**config.mk**
```make
export PLATFORM = sky130hd
export DESIGN_NAME = x86_64_instruction_encoder_flat
export DESIGN_NICKNAME = d
export VERILOG_FILES = /design/src/xenc_pkg.sv /design/src/xenc_if.sv /design/src/xenc_front.sv /design/src/xenc_fifo.sv /design/src/xenc_back.sv /design/src/x86_64_instruction_encoder.sv /design/src/flat_wrapper.sv
export SDC_FILE = /design/constraint.sdc
export NUM_CORES = 1
export LEC_CHECK = 0
export BUFFER_PORTS_ARGS = -buffer_cell sky130_fd_sc_hd__buf_4
export CORE_UTILIZATION = 30
export CTS_CLUSTER_DIAMETER = 150
export CTS_CLUSTER_SIZE = 28
export DETAILED_ROUTE_END_ITERATION = 6
export PLACE_DENSITY_LB_ADDON = 0.15
export SYNTH_ARGS = -nofsm -noshare
export SYNTH_HDL_FRONTEND = slang
export SYNTH_SLANG_ARGS = --single-unit
```
**constraint.sdc**
```tcl
create_clock -name clk_i -period 14.7 [get_ports clk_i]
set_input_delay 2.205 -clock clk_i [delete_from_list [all_inputs] [get_ports clk_i]]
set_output_delay 2.205 -clock clk_i [all_outputs]
set_load 0.005 [all_outputs]
```
**src/xenc_pkg.sv**
```systemverilog
// ----------------------------------------------------------------------------
// xenc_pkg
// Shared types and constants of the x86-64 instruction encoder.
// ----------------------------------------------------------------------------
package xenc_pkg;

  localparam int unsigned NumSlots = 12;

  // Fixed slot layout of an encoded instruction before compaction.
  localparam int unsigned SlotRex   = 0;
  localparam int unsigned SlotOp    = 1;
  localparam int unsigned SlotModrm = 2;
  localparam int unsigned SlotSib   = 3;
  localparam int unsigned SlotDisp  = 4;
  localparam int unsigned SlotImm   = 8;

  localparam logic [7:0] RexW      = 8'h48;
  localparam logic [7:0] OpAddRRm  = 8'h03;
  localparam logic [7:0] OpAddRmR  = 8'h01;
  localparam logic [7:0] OpAndRRm  = 8'h23;
  localparam logic [7:0] OpAndRmR  = 8'h21;
  localparam logic [7:0] OpGrp1Imm = 8'h81;
  localparam logic [7:0] OpGrp3    = 8'hF7;
  localparam logic [7:0] OpJmpRel  = 8'hE9;
  localparam logic [7:0] OpEscape  = 8'h0F;
  localparam logic [7:0] OpJccBase = 8'h80;
  localparam logic [7:0] SibAbs    = 8'h25;

  localparam logic [2:0] ExtAdd = 3'd0;
  localparam logic [2:0] ExtAnd = 3'd4;
  localparam logic [2:0] ExtMul = 3'd4;
  localparam logic [2:0] RmSib  = 3'd4;
  localparam logic [2:0] RmRip  = 3'd5;

  localparam logic [1:0] ModInd   = 2'd0;
  localparam logic [1:0] ModDisp8 = 2'd1;
  localparam logic [1:0] ModDisp32 = 2'd2;
  localparam logic [1:0] ModReg   = 2'd3;

  typedef enum logic [3:0] {
    CMD_ADD_R_RM = 4'd0,
    CMD_ADD_RM_R = 4'd1,
    CMD_ADD_IMM  = 4'd2,
    CMD_AND_R_RM = 4'd3,
    CMD_AND_RM_R = 4'd4,
    CMD_AND_IMM  = 4'd5,
    CMD_MUL      = 4'd6,
    CMD_JMP      = 4'd7,
    CMD_JCC      = 4'd8
  } cmd_e;

  typedef enum logic [3:0] {
    AM_REG      = 4'd0,
    AM_BASE     = 4'd1,
    AM_BASE_D8  = 4'd2,
    AM_BASE_D32 = 4'd3,
    AM_SIB      = 4'd4,
    AM_SIB_D8   = 4'd5,
    AM_SIB_D32  = 4'd6,
    AM_RIP      = 4'd7,
    AM_ABS      = 4'd8
  } addr_mode_e;

  // One classified instruction: bytes in fixed slots and the slots present.
  typedef struct packed {
    logic [NumSlots-1:0][7:0] bytes;
    logic [NumSlots-1:0]      mask;
    logic                     err;
  } desc_t;

endpackage

```
**src/xenc_if.sv**
```systemverilog
// ----------------------------------------------------------------------------
// xenc_if
// Valid/ready channels for instruction requests and encoded bytes.
// ----------------------------------------------------------------------------
interface xenc_req_if;
  logic        valid;
  logic        ready;
  logic [3:0]  cmd;
  logic [3:0]  addr_mode;
  logic [3:0]  reg_num;
  logic [3:0]  base_num;
  logic [3:0]  index_num;
  logic [1:0]  scale_log;
  logic [31:0] displacement;
  logic [31:0] immediate;
  logic [3:0]  cond_code;

  modport source (
    output valid, cmd, addr_mode, reg_num, base_num, index_num, scale_log,
           displacement, immediate, cond_code,
    input  ready
  );
  modport sink (
    input  valid, cmd, addr_mode, reg_num, base_num, index_num, scale_log,
           displacement, immediate, cond_code,
    output ready
  );
endinterface

interface xenc_rsp_if;
  logic       valid;
  logic       ready;
  logic [7:0] code_byte;
  logic       last_byte;
  logic       bad_operand;

  modport source (output valid, code_byte, last_byte, bad_operand, input ready);
  modport sink   (input valid, code_byte, last_byte, bad_operand, output ready);
endinterface

```
**src/xenc_front.sv**
```systemverilog
// ----------------------------------------------------------------------------
// xenc_front
// Accepts requests and classifies each into a slot descriptor for the queue.
// ----------------------------------------------------------------------------
module xenc_front import xenc_pkg::*; (
  xenc_req_if.sink req,
  input  logic     q_full_i,
  output logic     push_o,
  output desc_t    desc_o
);

  logic [2:0] regf;
  logic       rexr;
  logic       rexx;
  logic       rexb;
  logic [1:0] modf;
  logic [2:0] rmf;
  logic [7:0] sibf;
  logic [7:0] opc;
  logic       has_imm;
  logic       has_sib;
  logic       d8;
  logic       d32;
  logic       bad;
  logic [2:0] blo;

  assign req.ready = !q_full_i;
  assign push_o    = req.valid && !q_full_i;
  assign blo       = req.base_num[2:0];

  always_comb begin
    regf    = req.reg_num[2:0];
    rexr    = req.reg_num[3];
    rexx    = 1'b0;
    rexb    = 1'b0;
    modf    = ModInd;
    rmf     = blo;
    sibf    = 8'h00;
    opc     = OpGrp3;
    has_imm = 1'b0;
    has_sib = 1'b0;
    d8      = 1'b0;
    d32     = 1'b0;
    bad     = 1'b0;
    desc_o  = '0;

    case (cmd_e'(req.cmd))
      CMD_ADD_R_RM: opc = OpAddRRm;
      CMD_ADD_RM_R: opc = OpAddRmR;
      CMD_AND_R_RM: opc = OpAndRRm;
      CMD_AND_RM_R: opc = OpAndRmR;
      CMD_ADD_IMM: begin
        opc = OpGrp1Imm; regf = ExtAdd; rexr = 1'b0; has_imm = 1'b1;
      end
      CMD_AND_IMM: begin
        opc = OpGrp1Imm; regf = ExtAnd; rexr = 1'b0; has_imm = 1'b1;
      end
      CMD_MUL: begin
        opc = OpGrp3; regf = ExtMul; rexr = 1'b0;
      end
      CMD_JMP, CMD_JCC: ;
      default: bad = 1'b1;
    endcase

    case (addr_mode_e'(req.addr_mode))
      AM_REG: begin
        modf = ModReg; rexb = req.base_num[3];
      end
      AM_BASE: begin
        rexb = req.base_num[3];
        if (blo == 3'd4 || blo == 3'd5) bad = 1'b1;
      end
      AM_BASE_D8: begin
        modf = ModDisp8; rexb = req.base_num[3]; d8 = 1'b1;
        if (blo == RmSib) bad = 1'b1;
      end
      AM_BASE_D32: begin
        modf = ModDisp32; rexb = req.base_num[3]; d32 = 1'b1;
        if (blo == RmSib) bad = 1'b1;
      end
      AM_SIB, AM_SIB_D8, AM_SIB_D32: begin
        rmf     = RmSib;
        has_sib = 1'b1;
        sibf    = {req.scale_log, req.index_num[2:0], blo};
        rexx    = req.index_num[3];
        rexb    = req.base_num[3];
        if (addr_mode_e'(req.addr_mode) == AM_SIB_D8) begin
          modf = ModDisp8; d8 = 1'b1;
        end else if (addr_mode_e'(req.addr_mode) == AM_SIB_D32) begin
          modf = ModDisp32; d32 = 1'b1;
        end else if (blo == RmRip) begin
          // Base 5 with no displacement would mean disp32 without a base.
          bad = 1'b1;
        end
      end
      AM_RIP: begin
        rmf = RmRip; d32 = 1'b1;
      end
      AM_ABS: begin
        rmf = RmSib; has_sib = 1'b1; sibf = SibAbs; d32 = 1'b1;
      end
      default: bad = 1'b1;
    endcase

    for (int k = 0; k < 4; k++) begin
      desc_o.bytes[SlotDisp + k] = req.displacement[8*k +: 8];
      desc_o.bytes[SlotImm + k]  = req.immediate[8*k +: 8];
    end
    desc_o.bytes[SlotRex] = RexW;

    if (cmd_e'(req.cmd) == CMD_JMP) begin
      // Jumps ignore every addressing field but the displacement, which is rel32.
      desc_o.bytes[SlotOp] = OpJmpRel;
      desc_o.mask          = 12'h0F3;
    end else if (cmd_e'(req.cmd) == CMD_JCC) begin
      desc_o.bytes[SlotOp]    = OpEscape;
      desc_o.bytes[SlotModrm] = OpJccBase + {4'h0, req.cond_code};
      desc_o.mask             = 12'h0F7;
    end else if (bad) begin
      desc_o     = '0;
      desc_o.err = 1'b1;
      desc_o.mask[SlotRex] = 1'b1;
    end else begin
      desc_o.bytes[SlotRex]   = RexW | {5'b0, rexr, rexx, rexb};
      desc_o.bytes[SlotOp]    = opc;
      desc_o.bytes[SlotModrm] = {modf, regf, rmf};
      desc_o.bytes[SlotSib]   = sibf;
      desc_o.mask[2:0]        = 3'b111;
      desc_o.mask[SlotSib]    = has_sib;
      desc_o.mask[SlotDisp]   = d8 || d32;
      desc_o.mask[SlotDisp+1] = d32;
      desc_o.mask[SlotDisp+2] = d32;
      desc_o.mask[SlotDisp+3] = d32;
      desc_o.mask[SlotImm +: 4] = {4{has_imm}};
    end
  end

endmodule

```
**src/xenc_fifo.sv**
```systemverilog
// ----------------------------------------------------------------------------
// xenc_fifo
// Two-entry queue of instruction descriptors between front and back.
// ----------------------------------------------------------------------------
module xenc_fifo import xenc_pkg::*; (
  input  logic  clk_i,
  input  logic  rst_ni,
  input  logic  push_i,
  input  desc_t wdata_i,
  input  logic  pop_i,
  output desc_t rdata_o,
  output logic  full_o,
  output logic  empty_o
);

  desc_t      mem_q [2];
  logic       wr_ptr_q;
  logic       wr_ptr_d;
  logic       rd_ptr_q;
  logic       rd_ptr_d;
  logic [1:0] cnt_q;
  logic [1:0] cnt_d;

  assign full_o  = (cnt_q == 2'd2);
  assign empty_o = (cnt_q == 2'd0);
  assign rdata_o = mem_q[rd_ptr_q];

  always_comb begin
    wr_ptr_d = push_i ? !wr_ptr_q : wr_ptr_q;
    rd_ptr_d = pop_i ? !rd_ptr_q : rd_ptr_q;
    cnt_d    = cnt_q + {1'b0, push_i} - {1'b0, pop_i};
  end

  always_ff @(posedge clk_i) begin
    if (push_i) begin
      mem_q[wr_ptr_q] <= wdata_i;
    end
  end

  always_ff @(posedge clk_i or negedge rst_ni) begin
    if (!rst_ni) begin
      wr_ptr_q <= 1'b0;
      rd_ptr_q <= 1'b0;
      cnt_q    <= 2'd0;
    end else begin
      wr_ptr_q <= wr_ptr_d;
      rd_ptr_q <= rd_ptr_d;
      cnt_q    <= cnt_d;
    end
  end

  a_no_overflow : assert property (@(posedge clk_i) disable iff (!rst_ni)
    push_i |-> (!full_o || pop_i))
    else $error("queue written while full");

  a_no_underflow : assert property (@(posedge clk_i) disable iff (!rst_ni)
    pop_i |-> !empty_o)
    else $error("queue read while empty");

endmodule

```
**src/xenc_back.sv**
```systemverilog
// ----------------------------------------------------------------------------
// xenc_back
// Walks the present slots of one descriptor and emits one byte per item.
// ----------------------------------------------------------------------------
module xenc_back import xenc_pkg::*; (
  input  logic  clk_i,
  input  logic  rst_ni,
  input  desc_t desc_i,
  input  logic  empty_i,
  output logic  pop_o,
  xenc_rsp_if.source rsp
);

  logic [NumSlots-1:0][7:0] bytes_q;
  logic [NumSlots-1:0][7:0] bytes_d;
  logic [NumSlots-1:0]      mask_q;
  logic [NumSlots-1:0]      mask_d;
  logic                     err_q;
  logic                     err_d;
  logic [NumSlots-1:0]      sel;
  logic [NumSlots-1:0]      rem;
  logic [7:0]               pick;
  logic                     emit;
  logic                     ov_q;
  logic                     ov_d;
  logic [7:0]               byte_q;
  logic                     last_q;
  logic                     bad_q;

  always_comb begin
    // Lowest remaining slot goes out next.
    sel  = mask_q & (~mask_q + {{(NumSlots-1){1'b0}}, 1'b1});
    rem  = mask_q & ~sel;
    pick = 8'h00;
    for (int i = 0; i < NumSlots; i++) begin
      if (sel[i]) pick = pick | bytes_q[i];
    end
    emit  = (mask_q != '0) && (!ov_q || rsp.ready);
    pop_o = !empty_i && ((mask_q == '0) || (emit && rem == '0));

    bytes_d = bytes_q;
    err_d   = err_q;
    mask_d  = emit ? rem : mask_q;
    if (pop_o) begin
      bytes_d = desc_i.bytes;
      mask_d  = desc_i.mask;
      err_d   = desc_i.err;
    end
    ov_d = emit ? 1'b1 : (rsp.ready ? 1'b0 : ov_q);
  end

  always_ff @(posedge clk_i) begin
    bytes_q <= bytes_d;
    err_q   <= err_d;
    if (emit) begin
      byte_q <= pick;
      last_q <= (rem == '0);
      bad_q  <= err_q;
    end
  end

  always_ff @(posedge clk_i or negedge rst_ni) begin
    if (!rst_ni) begin
      mask_q <= '0;
      ov_q   <= 1'b0;
    end else begin
      mask_q <= mask_d;
      ov_q   <= ov_d;
    end
  end

  assign rsp.valid       = ov_q;
  assign rsp.code_byte   = byte_q;
  assign rsp.last_byte   = last_q;
  assign rsp.bad_operand = bad_q;

  a_sel_onehot : assert property (@(posedge clk_i) disable iff (!rst_ni)
    emit |-> $onehot(sel))
    else $error("byte selection not one-hot");

  a_err_single : assert property (@(posedge clk_i) disable iff (!rst_ni)
    (err_q && mask_q != '0) |-> (mask_q == 12'h001))
    else $error("error descriptor carries more than one slot");

  a_bad_is_last : assert property (@(posedge clk_i) disable iff (!rst_ni)
    (ov_q && bad_q) |-> (last_q && byte_q == 8'h00))
    else $error("error item is not a lone zero byte");

endmodule

```
**src/x86_64_instruction_encoder.sv**
```systemverilog
// ----------------------------------------------------------------------------
// x86_64_instruction_encoder
// Encodes ADD, AND, MUL, JMP and Jcc requests into x86-64 machine code bytes.
// ----------------------------------------------------------------------------
//   Channel   Dir   Item                       Payload
//   req_i     in    one instruction request    cmd, addr_mode, reg_num, ...
//   rsp_o     out   one machine-code byte      code_byte, last_byte, bad_operand
//
// An instruction leaves as 1 to 12 items, one per cycle from the byte walker
// while rsp_o is ready, one item for each of its bytes.
// A request is taken whenever the two-entry descriptor queue has room, while
// the walker still emits earlier bytes; it then goes through the queue and the
// walker to the output register. Reset clears queue, walker and output valid.
// Back-pressure on rsp_o holds the output register and fills the queue.
// ----------------------------------------------------------------------------
module x86_64_instruction_encoder import xenc_pkg::*; (
  input  logic clk_i,
  input  logic rst_ni,
  xenc_req_if.sink   req_i,
  xenc_rsp_if.source rsp_o
);

  logic  push;
  logic  pop;
  logic  full;
  logic  empty;
  desc_t wdesc;
  desc_t rdesc;

  xenc_front u_front (
    .req      (req_i),
    .q_full_i (full),
    .push_o   (push),
    .desc_o   (wdesc)
  );

  xenc_fifo u_fifo (
    .clk_i   (clk_i),
    .rst_ni  (rst_ni),
    .push_i  (push),
    .wdata_i (wdesc),
    .pop_i   (pop),
    .rdata_o (rdesc),
    .full_o  (full),
    .empty_o (empty)
  );

  xenc_back u_back (
    .clk_i   (clk_i),
    .rst_ni  (rst_ni),
    .desc_i  (rdesc),
    .empty_i (empty),
    .pop_o   (pop),
    .rsp     (rsp_o)
  );

endmodule

```
**src/flat_wrapper.sv**
```systemverilog
// flat-port wrapper written by rule: the top's interface ports become plain ports
module x86_64_instruction_encoder_flat import xenc_pkg::*;
  (clk_i, rst_ni, req_i_valid, req_i_cmd, req_i_addr_mode, req_i_reg_num, req_i_base_num, req_i_index_num, req_i_scale_log, req_i_displacement, req_i_immediate, req_i_cond_code, req_i_ready, rsp_o_valid, rsp_o_code_byte, rsp_o_last_byte, rsp_o_bad_operand, rsp_o_ready);
  xenc_req_if req_i_i ();
  xenc_rsp_if rsp_o_i ();
  input  logic clk_i;
  input  logic rst_ni;
  input wire logic [$bits(req_i_i.valid)-1:0] req_i_valid;
  input wire logic [$bits(req_i_i.cmd)-1:0] req_i_cmd;
  input wire logic [$bits(req_i_i.addr_mode)-1:0] req_i_addr_mode;
  input wire logic [$bits(req_i_i.reg_num)-1:0] req_i_reg_num;
  input wire logic [$bits(req_i_i.base_num)-1:0] req_i_base_num;
  input wire logic [$bits(req_i_i.index_num)-1:0] req_i_index_num;
  input wire logic [$bits(req_i_i.scale_log)-1:0] req_i_scale_log;
  input wire logic [$bits(req_i_i.displacement)-1:0] req_i_displacement;
  input wire logic [$bits(req_i_i.immediate)-1:0] req_i_immediate;
  input wire logic [$bits(req_i_i.cond_code)-1:0] req_i_cond_code;
  output wire logic [$bits(req_i_i.ready)-1:0] req_i_ready;
  output wire logic [$bits(rsp_o_i.valid)-1:0] rsp_o_valid;
  output wire logic [$bits(rsp_o_i.code_byte)-1:0] rsp_o_code_byte;
  output wire logic [$bits(rsp_o_i.last_byte)-1:0] rsp_o_last_byte;
  output wire logic [$bits(rsp_o_i.bad_operand)-1:0] rsp_o_bad_operand;
  input wire logic [$bits(rsp_o_i.ready)-1:0] rsp_o_ready;
  assign req_i_i.valid = req_i_valid;
  assign req_i_i.cmd = req_i_cmd;
  assign req_i_i.addr_mode = req_i_addr_mode;
  assign req_i_i.reg_num = req_i_reg_num;
  assign req_i_i.base_num = req_i_base_num;
  assign req_i_i.index_num = req_i_index_num;
  assign req_i_i.scale_log = req_i_scale_log;
  assign req_i_i.displacement = req_i_displacement;
  assign req_i_i.immediate = req_i_immediate;
  assign req_i_i.cond_code = req_i_cond_code;
  assign req_i_ready = req_i_i.ready;
  assign rsp_o_valid = rsp_o_i.valid;
  assign rsp_o_code_byte = rsp_o_i.code_byte;
  assign rsp_o_last_byte = rsp_o_i.last_byte;
  assign rsp_o_bad_operand = rsp_o_i.bad_operand;
  assign rsp_o_i.ready = rsp_o_ready;
  x86_64_instruction_encoder u_core (.clk_i(clk_i), .rst_ni(rst_ni), .req_i(req_i_i), .rsp_o(rsp_o_i));
endmodule
```
==> impl_metrics.py, run 1 <==
metrics = {
    "finish": {
        "area_growth_pct": 14.2,
        "final_nets": 990,
        "antenna_cells": 0,
        "drive_above_1_share": 0.264,
    },
    "placed_design": {
        "hpwl_mm": 18.3,
        "portBuffers": 105,
        "gp_congestion": 0.788,
        "post-place-ws_ns": 10.19,
    },
    "detailed_routing": {
        "first_pass_iters": 7,
        "drt-vias-per-instance": 4.69,
        "drc": 0,
        "ant_nets": 0,
        "drt-total-wl_mm": 28.1,
        "wl_per_cell_um": 19.5,
        "via_count": 6756,
        "drtIter0Drc": 593,
    },
    "yosys": {
        "postSynthAreaPerCell_um2": 15.7,
        "yosys-top-cells-area": "edfxtp_1, mux2_2, and2_1, dfrtp_1, nand2_1",
        "async_reset_ff_frac": 0.0543,
        "syn_nets": 906,
        "syn_inst": 810,
        "synth_edf_count": 296,
        "syn_area_um2": 12700,
        "synth_flop_cell": "edfxtp_1",
        "ys_ff_latch": 313,
        "ys_warn_count": 0,
        "yosys.area.top_type": "edfxtp_1",
        "synth.distinct_cells": 59,
        "ys_seq_area_frac": 0.731,
        "yosysTopAreaCellShare": 0.698,
    },
    "timing": {
        "tns_ns": 0,
        "slew_headroom": 0.203,
        "finalCriticalPeriod_ns": 4.01,
        "fmax_mhz": 249,
        "hold_violations": 0,
        "fin_skew_ns": 0.0270,
        "hold_slack_ns": 0.433,
        "fin_crit_sh": 0.273,
        "rsz0062_at_grt": "false",
        "worstMarginPinSlew_ns": 1.19,
        "timing.final.ws_setup_ns": 10.69,
        "setup_viol": 0,
        "finalMaxSlewViolations": 0,
    },
    "clock_network": {
        "cts_resized": 0,
        "h-tree-depth": 1,
        "cts_root_buffer": "clkbuf_16",
        "clkTransAtPathRegs_ns": 0.11,
        "cts_setup_buffers": 0,
        "cts_hold_buf": 0,
        "cts_buffers": 15,
        "max-clock-path-buffers": 3,
        "cts_tree": "yes",
        "clk_latency_ns": 0.50,
        "cts_sinks": 313,
    },
    "power_and_ir_drop": {
        "powerDensity_nw_per_um2": 186,
        "leakagePower_nw": 4.94,
        "ir_drop_v": 0.0000743,
    },
    "setup_path": {
        "rr_startpoint": "u_core.u_back.mask_q[0]",
        "cp-startpoint": "rsp_o_ready",
        "critPathRequiredTime_ns": 15.13,
        "startpoint_type": "primary input",
        "crit_arrival_ns": 4.45,
        "cp_max_fo": 36,
        "critPathCaptureType": "flop",
        "crit_type": "primary input to flop",
    },
    "floorplan": {
        "rows": 75,
        "fp.dieW_um": 208,
        "die_h_um": 208,
        "core_um2": 41900,
        "initial_utilization": 0.304,
        "dieArea_um2": 43300,
        "io_pins": 106,
    },
    "global_routing": {
        "gr-total-overflow": 0,
        "grt.total_usage": 0.129,
        "grt_max_degree": 68,
        "grt_antenna_before_repair": 0,
        "grt_pass1_vias": 6690,
        "grt_pass1_wl_mm": 42.5,
    },
    "hold_path": {
        "holdCritPathClass": "flop to flop",
        "worstHoldStart": "u_core.u_back.err_q",
    },
    "job": {
        "maxCapViolations": 0,
    },
    "outcome": {
        "status": "finished clean",
    },
}
[registers in the layout, indices dropped and copies added, names as in the netlist]
signal                         count
u_core.u_fifo.wr_ptr_q             1
u_core.u_fifo.mem_q              194
u_core.u_fifo.cnt_q                2
u_core.u_back.rsp.bad_operand      1
u_core.u_back.rsp.valid            1
u_core.u_back.err_q                1
u_core.u_back.rsp.code_byte        8
u_core.u_back.mask_q              12
u_core.u_back.rsp.last_byte        1
u_core.u_fifo.rd_ptr_q             1
u_core.u_back.bytes_q             91
[cell families (layout without fill, tap and decap cells)]
| logic type | Yosys count | count (layout) | share of synthesized area |
|---|---|---|---|
| AO/OA/AOI/OAI | 118 | 118 | 0.0645 |
| XOR/XNOR | 4 | 4 | 0.00334 |
| adder cells (fa/ha/maj) | 3 | 3 | 0.00285 |
| buffers and inverters | 57 | 149 | 0.0182 |
| flip-flops | 313 | 313 | 0.731 |
| multiplexers | 98 | 98 | 0.0859 |
| AND/OR/NAND/NOR | 217 | 217 | 0.0943 |
[placed cells by master (no fill, tap or decap), types with 12 or more instances in the layout]
master / Yosys / final
nand2_1: 48 / 48
a221oi_1: 16 / 16
buf_4: 0 / 112
and2_1: 75 / 75
nor2_1: 25 / 24
o31ai_1: 13 / 13
mux2_2: 91 / 91
o21ai_0: 16 / 16
a21oi_1: 19 / 19
a22oi_1: 13 / 13
clkbuf_16: 0 / 15
dfrtp_1: 17 / 16
nor2b_1: 18 / 18
edfxtp_1: 296 / 296
nor3_1: 12 / 12
inv_1: 12 / 12
[final timing paths]
path	cells past startpoint	slack [ns]	end
hold reg to reg	0	0.43	u_core.u_back.rsp.bad_operand
setup / recovery	9	10.69	u_core.u_fifo.cnt_q[1]
max in group asynchronous	1	12.90	u_core.u_fifo.rd_ptr_q
hold / removal	0	0.43	u_core.u_back.rsp.bad_operand
min in group asynchronous	1	1.56	u_core.u_fifo.wr_ptr_q
setup reg to reg	5	11.19	u_core.u_back.bytes_q[23]
[worst max-delay path, stage by stage]
cell and delay [ns]:
buf_4 0.11, nor2b_1 0.61, nor3_1 0.16, a41o_4 0.49, ha_1 0.35, inv_1 0.04, ha_1 0.18, xnor2_1 0.17
xnor2_1 0.13
[cell type report]
class | instances | area (µm²)
sequential | 313 | 9320
tap | 539 | 674
multi-input combinational | 440 | 3230
fill | 4039 | 27400
inverter | 12 | 45.0
clock buffer | 24 | 409
timing repair buffer | 112 | 841
clock inverter | 1 | 30.0
[synthesized netlist by cell type, types with 2 or more instances]
cell type,number
nor3b_1,2
a31o_2,2
o21ai_0,16
o21ai_2,2
buf_6,2
o21ai_1,9
nand2b_1,5
nand4_1,9
a211o_1,2
or3b_2,2
or2_2,2
nand3_1,3
o211ai_1,3
nor2_1,25
dfrtp_1,17
ha_1,2
clkbuf_1,37
o21a_1,2
buf_1,4
o2111ai_1,2
mux2i_1,7
a221oi_1,16
a21oi_1,19
a22oi_1,13
nand3b_1,2
o31ai_1,13
o41ai_1,2
edfxtp_1,296
nor4_1,3
a211oi_1,4
nor3_1,12
a31oi_1,2
xnor2_1,3
mux2_2,91
o22ai_1,3
nor2b_1,18
and3_1,2
a32oi_1,2
and2_1,75
buf_2,2
nand2_1,48
inv_1,12
[stage by stage]
step                      cell area (µm²)   util  power, W  cells
after floorplan                     12700      -   0.00199    810
after detailed placement            14100  0.336   0.00229   1416
final                               14500  0.347   0.00271   1441
after global routing                14500  0.347   0.00287   1441
after global placement              14100  0.336   0.00228   1416
after CTS                           14500  0.347   0.00276   1441
[per-layer routing]
metal	track usage	wire (µm)
met1	0.194	13800
met2	0.201	12800
met3	0.0171	1190
met4	0.0235	315
met5	0	0
[where the power goes]
| group | switching [W] | internal (W) | total [W] |
|---|---|---|---|
| Combinational | 0.000451 | 0.000303 | 0.000754 |
| Sequential | 0.000146 | 0.00134 | 0.00148 |
| Clock | 0.000272 | 0.000199 | 0.000471 |
No activity file was read; power rests on OpenSTA's default activity.
==> inputs of run 2 (changes only) <==
Clock period 14.7 ns to 3.3 ns, I/O delays scaled along.
==> run 2 against run 1 <==
Net effect:
- die area unchanged
- via count increased by 1.0%
- clock power increased to 4.4 times the previous value
- cell count grew 1.1%
- critical path depth increased by 1
- combinational power rose to 4.8 times the previous value
- sequential cell count is the same
- critical endpoint unchanged
- largest power group unchanged
==> impl_metrics.py, run 2 (synthesis results as in run 1) <==
metrics = {
    "clock_network": {
        "clkTransAtPathRegs_ns": 0.11,
        "cts_root_buffer": "clkbuf_16",
        "max-clock-path-buffers": 3,
        "cts_setup_buffers": 0,
        "cts_buffers": 15,
        "cts_tree": "yes",
        "h-tree-depth": 1,
        "clk_latency_ns": 0.51,
        "cts_sinks": 313,
    },
    "setup_path": {
        "r2r_setup_slack_ns": 0.56,
        "cp-startpoint": "u_core.u_back.mask_q[1]",
        "rr_startpoint": "u_core.u_back.mask_q[1]",
        "cp_max_fo": 10,
        "crit_arrival_ns": 3.16,
        "crit_type": "flop to flop",
        "rr_worst_depth": 10,
        "critPathCaptureType": "flop",
        "r2r-end": "u_core.u_fifo.cnt_q[1]",
        "critPathRequiredTime_ns": 3.72,
        "startpoint_type": "flop",
    },
    "timing": {
        "fmax_mhz": 365,
        "setup_viol": 0,
        "worstMarginPinSlew_ns": 0.806,
        "hold_violations": 0,
        "finalMaxSlewViolations": 0,
        "slew_headroom": 0.458,
        "fin_skew_ns": 0.0298,
        "finalCriticalPeriod_ns": 2.74,
        "timing.final.ws_setup_ns": 0.561,
        "tns_ns": 0,
        "rsz0062_at_grt": "false",
        "fin_crit_sh": 0.830,
    },
    "global_routing": {
        "grt.total_usage": 0.132,
        "gr-total-overflow": 0,
        "grt_pass1_vias": 6953,
        "grt_pass1_wl_mm": 43.3,
        "grt_max_degree": 60,
        "grt_antenna_before_repair": 0,
    },
    "placed_design": {
        "hpwl_mm": 19.1,
        "gp_congestion": 0.838,
        "portBuffers": 105,
        "post-place-ws_ns": 0.586,
    },
    "detailed_routing": {
        "drc": 0,
        "ant_nets": 0,
        "drt-total-wl_mm": 28.6,
        "via_count": 6826,
        "drtIter0Drc": 561,
        "first_pass_iters": 5,
        "drt-vias-per-instance": 4.68,
        "wl_per_cell_um": 19.6,
    },
    "power_and_ir_drop": {
        "powerDensity_nw_per_um2": 830,
        "p_int_w": 0.00832,
        "finalPower_w": 0.0122,
        "seqPwrFrac": 0.531,
        "leakagePower_nw": 5.03,
        "swShare": 0.319,
        "p_sw_w": 0.00390,
        "clkPwrFrac": 0.171,
        "ir_drop_v": 0.000386,
        "combPwrFrac": 0.298,
    },
    "floorplan": {
        "core_um2": 41900,
        "rows": 75,
        "die_h_um": 208,
        "io_pins": 106,
        "dieArea_um2": 43300,
        "initial_utilization": 0.304,
        "fp.dieW_um": 208,
    },
    "finish": {
        "regMostFlops": "u_core.u_fifo.mem_q",
        "final_cell_mix": "edfxtp_1, buf_4, mux2_2, and2_1, nand2_1",
        "drive_above_1_share": 0.276,
        "final_nets": 1005,
        "top_regs": "u_core.u_fifo.mem_q: 194 flops, u_core.u_back.bytes_q: 91 flops, u_core.u_back.mask_q: 12 flops",
        "layout_commonest_cell": "edfxtp_1",
        "largest_reg_flops": 194,
        "area_growth_pct": 15.5,
    },
    "hold_path": {
        "worstHoldStart": "req_i_immediate[25]",
        "holdCritPathClass": "primary input to flop",
        "holdPathEnd": "u_core.u_fifo.mem_q[0][102]",
        "hold_depth": 2,
    },
    "outcome": {
        "status": "finished clean",
    },
    "job": {
        "maxCapViolations": 0,
    },
}
-- run 2: what timing repair did --
action	CTS	global route
gates resized for setup	0	0
hold endpoints to repair	17	0
hold buffers	1	0
-- run 2: metrics by stage --
| stage | util | cells | instance area (µm²) | hold slack [ns] |
|---|---|---|---|---|
| after floorplan | - | 810 | 12800 | 0.199 |
| after global placement | 0.340 | 1430 | 14300 | 0.387 |
| after detailed placement | 0.340 | 1430 | 14300 | 0.386 |
| after CTS | 0.351 | 1456 | 14700 | 0.260 |
| after global routing | 0.351 | 1456 | 14700 | 0.260 |
| final | 0.351 | 1457 | 14700 | 0.288 |
-- run 2: power groups by stage --
stage / Combinational [W] / Sequential, W / Clock [W]
after CTS: 0.00377 / 0.00651 / 0.00220
after floorplan: 0.00251 / 0.00632 / 0
after global placement: 0.00374 / 0.00659 / 0
after global routing: 0.00403 / 0.00663 / 0.00230
after detailed placement: 0.00375 / 0.00659 / 0
final: 0.00364 / 0.00649 / 0.00209
-- run 2: metal layers --
metal | global-route usage | vias to the layer above | wire (µm)
li1 | - | 3272 | -
met3 | 0.0154 | 17 | 868
met5 | 0 | - | 0
met4 | 0.0240 | 0 | 293
met1 | 0.198 | 3436 | 14400
met2 | 0.205 | 101 | 13000
-- run 2: worst max path at each step --
stage | to | slack, ns | cells past startpoint
2_1_floorplan | u_core.u_fifo.mem_q[1][0] | 0.03 | 2
3_3_place_gp | u_core.u_fifo.cnt_q[1] | 0.67 | 10
3_5_place_dp | u_core.u_back.bytes_q[52] | 0.59 | 6
4_1_cts | u_core.u_fifo.cnt_q[1] | 0.58 | 10
5_1_grt | u_core.u_fifo.cnt_q[1] | 0.36 | 10
6_report | u_core.u_fifo.cnt_q[1] | 0.56 | 10
-- run 2: layout make-up --
type / count / area (µm²)
clock buffer: 23 / 405
fill: 4034 / 27200
multi-input combinational: 440 / 3230
sequential: 313 / 9320
clock inverter: 2 / 27.5
tap: 539 / 674
timing repair buffer: 127 / 1020
inverter: 12 / 45.0
antenna: 1 / 2.50
-- run 2: worst max-delay path, stage by stage (launching register included) --
cell	delay [ns]
dfrtp_1	0.50
buf_4	0.22
nor4_4	0.39
nand2_1	0.23
nor3_1	0.41
a41o_4	0.20
ha_1	0.23
inv_1	0.06
ha_1	0.15
xnor2_1	0.13
xnor2_1	0.14
